File: config.mk
export PLATFORM = sky130hd
export DESIGN_NAME = bdeq_ctrl
export DESIGN_NICKNAME = d
export VERILOG_FILES = /design/src/rtl/bdeq_pkg.sv /design/src/rtl/bdeq_ctrl.sv
export SDC_FILE = /design/constraint.sdc
export NUM_CORES = 1
export LEC_CHECK = 0
export BUFFER_PORTS_ARGS = -buffer_cell sky130_fd_sc_hd__buf_2
export CORE_AREA = 2 2 39 41
export DETAILED_ROUTE_END_ITERATION = 12
export DIE_AREA = 0 0 41 43
export GPL_ROUTABILITY_DRIVEN = 0
export PLACE_DENSITY = 0.3
export REMOVE_ABC_BUFFERS = 1
export SLEW_MARGIN = 20
export SYNTH_ARGS = -nofsm -noshare
export SYNTH_HDL_FRONTEND = slang
export SYNTH_SLANG_ARGS = --single-unit
File: constraint.sdc
create_clock -name aclk -period 2.8 [get_ports aclk]
set_input_delay 0.42 -clock aclk [delete_from_list [all_inputs] [get_ports aclk]]
set_output_delay 0.42 -clock aclk [all_outputs]
set_load 0.1 [all_outputs]
File: src/rtl/bdeq_pkg.sv
package bdeq_pkg;

    localparam int DEPTH  = 128;
    localparam int IDX_W  = (DEPTH > 1) ? $clog2(DEPTH) : 1;
    localparam int CNT_W  = $clog2(DEPTH + 1);
    localparam int JOB_W  = 32;
    localparam int REQ_W  = 2;
    localparam int STAT_W = 2;

    localparam logic [IDX_W-1:0] IDX_LAST = IDX_W'(DEPTH - 1);
    localparam logic [CNT_W-1:0] CNT_FULL = CNT_W'(DEPTH);

    typedef enum logic [REQ_W-1:0] {
        REQ_PUSH_FRONT = 2'd0,
        REQ_PUSH_REAR  = 2'd1,
        REQ_POP_FRONT  = 2'd2,
        REQ_POP_REAR   = 2'd3
    } req_t;

    typedef enum logic [STAT_W-1:0] {
        STAT_OK    = 2'd0,
        STAT_FULL  = 2'd1,
        STAT_EMPTY = 2'd2
    } status_t;

    typedef enum logic [1:0] {
        ST_IDLE,
        ST_EXEC,
        ST_READ,
        ST_OUT
    } state_t;

    typedef struct packed {
        logic capture;
        logic execute;
        logic take_read;
    } cmd_t;

    typedef struct packed {
        logic pop_ok;
    } dp_stat_t;

endpackage

File: src/rtl/bdeq_ctrl.sv
module bdeq_ctrl (
    input  logic                aclk,
    input  logic                aresetn,
    input  logic                s_valid,
    output logic                s_ready,
    output logic                m_valid,
    input  logic                m_ready,
    input  bdeq_pkg::dp_stat_t  stat,
    output bdeq_pkg::cmd_t      cmd
);
    import bdeq_pkg::*;

    state_t state_reg;
    state_t state_next;

    always_ff @(posedge aclk) begin
        if (!aresetn) begin
            state_reg <= ST_IDLE;
        end else begin
            state_reg <= state_next;
        end
    end

    always_comb begin
        state_next = state_reg;
        s_ready    = 1'b0;
        m_valid    = 1'b0;
        cmd        = '0;
        unique case (state_reg)
            ST_IDLE: begin
                s_ready     = 1'b1;
                cmd.capture = s_valid;
                if (s_valid) begin
                    state_next = ST_EXEC;
                end
            end
            ST_EXEC: begin
                cmd.execute = 1'b1;
                state_next  = stat.pop_ok ? ST_READ : ST_OUT;
            end
            ST_READ: begin
                cmd.take_read = 1'b1;
                state_next    = ST_OUT;
            end
            ST_OUT: begin
                m_valid = 1'b1;
                if (m_ready) begin
                    state_next = ST_IDLE;
                end
            end
            default: state_next = ST_IDLE;
        endcase
    end

endmodule

==> flow_metrics.tcl, run 1 <==
set metrics [dict create \
    synth.ff_latch_count 2 \
    hold_class "input pin to register" \
    fin_skew_ns 0.00297 \
    synthCells 19 \
    die_w_um 41 \
    max_freq_mhz 543 \
    synth_edf_count 0 \
    finalCritPeriodShare_pct 65.8 \
    holdBufCountCts 0 \
    gr-total-overflow 0 \
    vias 165 \
    drt-total-wl_um 395 \
    rsz0062_at_grt "false" \
    port_buffers 9 \
    yosysMostFrequentCell "ha_1" \
    maxSlewViolCount 0 \
    grtUsageMet3_pct 3.14 \
    grt_usage_pct 5.71 \
    hold_viol 0 \
    crit_required_ns 2.38 \
    r2r_start "state_reg[1]" \
    cts.clk_slew.worst_paths_ns 0.03 \
    synth_common_cells "ha_1 (4), nor2b_1 (3), dfxtp_1 (2), inv_1 (2)" \
    hold_path_depth 3 \
    area_growth_pct 52.2 \
    fp.dieArea_sq_um 1760 \
    seq_area_frac_synth_pct 23.9 \
    row_count 14 \
    ioPinCount 10 \
    post_cts_buffers 0 \
    holdCritStartpoint "aresetn" \
    cts_root_buf "clkbuf_4" \
    tightest_slew_ns 0.486 \
    finalSetupTns_ns 0 \
    cts_made_buffers 3 \
    dominantRegCellSynth "dfxtp_1" \
    grt_pass1_vias 163 \
    maxCapViolCount 0 \
    dpl.hpwl_um 322 \
    path_max_fanout 5 \
    endpoint_kind "output port" \
    outcome "finished, final reports clean" \
    grt_max_degree 6 \
    cts_resized 0 \
    ys_types 12 \
    worstSetupPathType "register to output port" \
    yosys_warnings 0 \
    drc 0 \
    avgSynthCellArea_sq_um 8.82 \
    grtUsageMet2_pct 6.88 \
    ant_nets 0 \
    period_needed_ns 1.84 \
    viasPerCell 3.51 \
    arrival_ns 1.42 \
    clockBufferDepth 2 \
    synth_top_area_cell "ha_1" \
    core_sq_um 1380 \
    slew_headroom_pct 67.8 \
    synthDominantCellAreaShare_pct 29.9 \
    async_flop_share_pct 0 \
    wire_per_inst_um 8.40 \
    drive_gt1_share_pct 38.7 \
    finalSetupViolations 0 \
    largest_register_ffs 2 \
    clk_latency_ns 0.22 \
    placed_cells 44 \
    antenna_found_initial 0 \
    cts_sinks 2 \
    synth_area_sq_um 168 \
    dr.pass1.iters 2 \
    num_antenna_cells 0 \
    grt_pass1_wl_um 607 \
    die-height_um 43 \
    reg2reg_depth 5 \
    critical_path.startpoint_type "register" \
    synthTopCellsByArea "ha_1 (30%), dfxtp_1 (24%), nor2b_1 (11%)" \
    met1_usage_pct 6.39 \
    drt_iter0_markers 2 \
    start_util_pct 12.1 \
    finalNetCount 42 \
    ctsHtreeMaxLevel 1 \
    fin_cells 47 \
    top_usage_layer "met2" \
    crit_start "state_reg[0]" \
    cts_tree "done" \
]
## worst max-delay path, stage by stage (launching register included)
cell	delay (ns)
dfxtp_1	0.31
inv_1	0.11
ha_1	0.23
and2_1	0.13
buf_2	0.41
## cell type report
| cell class | count | area, sq um |
|---|---|---|
| Clock buffer | 3 | 22.5 |
| Fill cell | 163 | 1130 |
| Multi-Input combinational cell | 15 | 120 |
| Inverter | 2 | 7.51 |
| Sequential cell | 2 | 40.0 |
| Tap cell | 16 | 20.0 |
| Timing Repair Buffer | 9 | 45.0 |
## metal layers
metal,up-vias,wire [um]
li1,88,-
met4,0,0
met1,71,180
met5,-,0
met2,6,182
met3,0,32
## worst paths after layout
check             slack [ns]           end
setup / recovery        0.96        cmd[2]
hold / removal          0.45  state_reg[0]
setup reg to reg        1.38  state_reg[0]
hold reg to reg         0.54  state_reg[1]
## layout by cell type (no fill, tap or decap)
cell type	synthesis	final
and2_1	1	1
dfxtp_1	2	2
ha_1	4	4
a21oi_1	1	1
nor2b_1	3	3
or3_1	1	1
or3b_1	1	1
inv_1	2	2
o41ai_1	1	1
clkbuf_4	0	3
buf_2	0	9
o21ai_0	1	1
a21boi_1	1	1
nor2_1	1	1
## cells by family after synthesis
group / Yosys count / synth area share, %
AOI/OAI and AO/OA: 4 / 15.7
adders and majority gates: 4 / 29.9
buffers and inverters: 2 / 4.48
DFF: 2 / 23.9
and+or+nand+nor: 7 / 26.1
## metrics by stage
step | area (sq um) | hold slack [ns] | setup slack [ns] | utilization, %
floorplan | 168 | 0.498 | 0.248 | -
global placement | 233 | 0.552 | 1.20 | 16.8
detailed placement | 233 | 0.544 | 1.18 | 16.8
CTS | 255 | 0.434 | 0.931 | 18.4
global route | 255 | 0.447 | 0.842 | 18.4
finish | 255 | 0.447 | 0.958 | 18.4
Power of run 1 is not shown: default switching activity piles up to over one toggle a cycle in this logic, so the estimate is an artifact.
==> inputs of run 2 (changes only) <==
clock period = 1.8 ns   (was 2.8 ns; I/O delays follow)
==> run 2 against run 1 <==
Against the previous run: worst hold slack got worse by 0.14 ns; first-iteration DRC count fell by 50%; worst setup slack got worse by 0.78 ns; die area did not move; critical path depth did not move; routed wire length fell by 1.8%.
==> flow_metrics.tcl, run 2 (synthesis gave the netlist of run 1 again) <==
set metrics [dict create \
    crit_chain "inv_1 -> ha_1 -> and2_1 -> clkbuf_4" \
    fin_skew_ns 0.000358 \
    cp_slowest_cell "dfxtp_1" \
    endpoint_kind "output port" \
    cts.clk_slew.worst_paths_ns 0.03 \
    path_max_fanout 5 \
    critical_path.startpoint_type "register" \
    placed_cells 44 \
    r2r_start "state_reg[0]" \
    tightest_slew_ns 0.488 \
    max_freq_mhz 615 \
    grt_pass1_vias 173 \
    finalSetupViolations 0 \
    clk_latency_ns 0.22 \
    drt-total-wl_um 388 \
    port_buffers 9 \
    worstSetupPathType "register to output port" \
    grt_pass1_wl_um 634 \
    gr-total-overflow 0 \
    arrival_ns 1.36 \
    cts_sinks 2 \
    r2r_setup_slack_ns 0.35 \
    cts_tree "done" \
    crit_required_ns 1.53 \
    viasPerCell 3.60 \
    vias 169 \
    start_util_pct 12.1 \
    finalCritPeriodShare_pct 90.3 \
    die_w_um 41 \
    fin_cells 47 \
    grt_usage_pct 5.81 \
    grt_max_degree 6 \
    whs_ns 0.304 \
    slew_headroom_pct 67.7 \
    drive_gt1_share_pct 38.7 \
    outcome "finished, final reports clean" \
    fp.dieArea_sq_um 1760 \
    hold_path_depth 3 \
    holdPathEnd "state_reg[0]" \
    clockBufferDepth 2 \
    maxSlewViolCount 0 \
    r2r_end "state_reg[1]" \
    wl_met2_um 177 \
    setup_ws_ns 0.174 \
    final_cell_mix "buf_2 (8), ha_1 (4), clkbuf_4 (4), nor2b_1 (3)" \
    dr_wl_met3_um 29 \
    largest_register_ffs 2 \
    drt_iter0_markers 1 \
    ant_nets 0 \
    rsz0062_at_grt "false" \
    dpl.hpwl_um 311 \
    crit_start "state_reg[0]" \
    hold_class "input pin to register" \
    row_count 14 \
    wire_per_inst_um 8.26 \
    drc 0 \
    wl_met1_um 182 \
    die-height_um 43 \
    reg2reg_depth 5 \
    area_growth_pct 53.7 \
    dr.pass1.iters 2 \
    finalNetCount 42 \
    num_antenna_cells 0 \
    ctsHtreeMaxLevel 1 \
    ioPinCount 10 \
    period_needed_ns 1.63 \
    core_sq_um 1380 \
    hold_viol 0 \
    cts_root_buf "clkbuf_4" \
    antenna_found_initial 0 \
    layout_commonest_cell "buf_2" \
    holdCritStartpoint "aresetn" \
    cts_made_buffers 3 \
    maxCapViolCount 0 \
    post-place-ws_ns 0.328 \
    crit_path_max_incr_delay_ns 0.32 \
    highest_layer "met3" \
]
## run 2: changes by cell type in the layout (fill, tap and decap cells not counted)
cell	delta
buf_2	-1
clkbuf_4	+1
## run 2: worst max-delay path: cells and delay by family (launching register included)
family / cells / cell delay (ns)
and+or+nand+nor: 1 / 0.14
adders and majority gates: 1 / 0.24
DFF: 1 / 0.32
buffers and inverters: 2 / 0.44
## run 2: cell type report
class / count / area (sq um)
multi-input combinational: 15 / 120
tap: 16 / 20.0
sequential: 2 / 40.0
inverter: 2 / 7.51
clock buffer: 3 / 22.5
fill: 157 / 1130
timing repair buffer: 9 / 47.5
## run 2: per-layer routing
| layer | track usage (%) | vias to the layer above |
|---|---|---|
| met3 | 3.14 | 0 |
| met1 | 6.69 | 74 |
| met4 | 6.00 | 0 |
| li1 | - | 89 |
| met2 | 6.88 | 6 |
| met5 | 0 | - |
## run 2: worst max path at each step
stage / slack (ns) / endpoint
5_1_grt: 0.08 / cmd[2]
3_3_place_gp: 0.32 / cmd[2]
3_5_place_dp: 0.33 / cmd[2]
2_1_floorplan: -0.60 / cmd[2]
4_1_cts: 0.08 / cmd[2]
6_report: 0.17 / cmd[2]
## run 2: stage by stage
stage / instance area [sq um] / util, % / setup TNS [ns]
after floorplan: 168 / - / -0.616
after global placement: 233 / 16.8 / 0
after detailed placement: 233 / 16.8 / 0
after CTS: 255 / 18.4 / 0
after global routing: 258 / 18.6 / 0
final: 258 / 18.6 / 0
## run 2: repair_timing
item	in CTS	in global routing
endpoints found under the setup margin	0	1
hold buffers	0	0
resized for setup	0	1
buffers inserted	0	0
Power of run 2 is left out for the same reason.
==> inputs of run 3 (changes only) <==
CELL_PAD_IN_SITES_DETAIL_PLACEMENT = 1   (was default)
CELL_PAD_IN_SITES_GLOBAL_PLACEMENT = 1   (was default)
PLACE_DENSITY = 0.39   (was 0.3)
==> run 3 against run 2 <==
Against the previous run: clock skew rose by 0.0019 ns; cell area unchanged; sequential cell count did not move; register-to-register slack about the same; maximum frequency barely moved; cell count stayed put; critical path depth did not move; worst hold slack improved by 0.00069 ns; via count grew 2.4%; routed wire length shrank 0.77%; critical path type unchanged; highest routed layer unchanged.
==> flow_metrics.tcl, run 3 (synthesis gave the netlist of run 1 again) <==
set metrics [dict create \
    r2r_setup_slack_ns 0.35 \
    port_buffers 9 \
    drt-total-wl_um 385 \
    cp_slowest_cell "dfxtp_1" \
    endpoint_kind "output port" \
    dpl.hpwl_um 326 \
    arrival_ns 1.36 \
    holdBufCountCts 0 \
    worstSetupPathType "register to output port" \
    placed_area_sq_um 233 \
    largest_register_ffs 2 \
    hold_path_depth 3 \
    ctsHtreeMaxLevel 1 \
    holdPathEnd "state_reg[0]" \
    viasPerCell 3.68 \
    area_growth_pct 53.7 \
    die-height_um 43 \
    post_cts_buffers 0 \
    gr-total-overflow 0 \
    reg2reg_depth 5 \
    crit_required_ns 1.53 \
    fp.dieArea_sq_um 1760 \
    dr.pass1.iters 2 \
    core_sq_um 1380 \
    row_count 14 \
    tightest_slew_ns 0.485 \
    hold_viol 0 \
    fin_cells 47 \
    hold_class "input pin to register" \
    cts_root_buf "clkbuf_4" \
    clk_latency_ns 0.22 \
    rsz0062_at_grt "false" \
    holdCritStartpoint "aresetn" \
    final_cell_mix "buf_2 (8), ha_1 (4), clkbuf_4 (4), nor2b_1 (3)" \
    drt_iter0_markers 1 \
    outcome "finished, final reports clean" \
    wire_per_inst_um 8.19 \
    cts_sinks 2 \
    fin_skew_ns 0.00222 \
    start_util_pct 12.1 \
    cts_tree "done" \
    ioPinCount 10 \
    layout_commonest_cell "buf_2" \
    r2r_end "state_reg[0]" \
    cts_made_buffers 3 \
    critical_path.startpoint_type "register" \
    fin_area_sq_um 258 \
    max_freq_mhz 615 \
    finalNetCount 42 \
    period_needed_ns 1.63 \
    grt_pass1_vias 175 \
    finalSetupViolations 0 \
    vias 173 \
    die_w_um 41 \
    drc 0 \
    grt_usage_pct 6.41 \
    placed_cells 44 \
    grt_pass1_wl_um 690 \
    crit_path_max_incr_delay_ns 0.40 \
    r2r_start "state_reg[1]" \
    cts.clk_slew.worst_paths_ns 0.03 \
    maxCapViolCount 0 \
    path_max_fanout 5 \
    drive_gt1_share_pct 38.7 \
    maxSlewViolCount 0 \
    ant_nets 0 \
    finalSetupTns_ns 0 \
    antenna_found_initial 0 \
    clockBufferDepth 2 \
    crit_chain "inv_1 -> ha_1 -> and2_1 -> clkbuf_4" \
    num_antenna_cells 0 \
    finalCritPeriodShare_pct 90.3 \
    slew_headroom_pct 67.9 \
    grt_max_degree 6 \
]
-- run 3: worst max-delay path by stage --
| stage | start | endpoint |
|---|---|---|
| floorplan | state_reg[0] | cmd[2] |
| global placement | state_reg[1] | cmd[2] |
| detailed placement | state_reg[0] | cmd[2] |
| CTS | state_reg[0] | cmd[2] |
| global route | state_reg[0] | cmd[2] |
| finish | state_reg[1] | cmd[2] |
-- run 3: timing repair --
item / CTS / global route
hold endpoints to repair: 0 / 0
resized for setup: 0 / 1
setup endpoints to repair: 0 / 1
-- run 3: layout make-up --
| class | instances | area [sq um] |
|---|---|---|
| fillers | 178 | 1130 |
| multi-input cells | 15 | 120 |
| repair buffers | 9 | 47.5 |
| flip-flops and latches | 2 | 40.0 |
| clock buffers | 3 | 22.5 |
| well taps | 16 | 20.0 |
| inverters | 2 | 7.51 |
-- run 3: per-layer routing --
metal	track usage [%]	routed length (um)
met5	0	0
met4	8.00	0
met3	3.14	38
met2	6.88	152
met1	7.67	194
-- run 3: critical path, delay by kind of cell, from the launching register on --
kind	cells	cell delay (ns)
buffers and inverters	2	0.36
AND/OR/NAND/NOR	1	0.15
flip-flops	1	0.40
adder cells (fa/ha/maj)	1	0.23
-- run 3: metrics by stage --
step           hold WS, ns  worst slack [ns]  utilization, %
6_report             0.304             0.174            18.6
4_1_cts              0.299            0.0722            18.4
5_1_grt              0.312            0.0448            18.6
3_3_place_gp         0.531             0.328            16.8
2_1_floorplan        0.393            -0.602               -
3_5_place_dp         0.533             0.303            16.8
Power of run 3 is left out for the same reason.
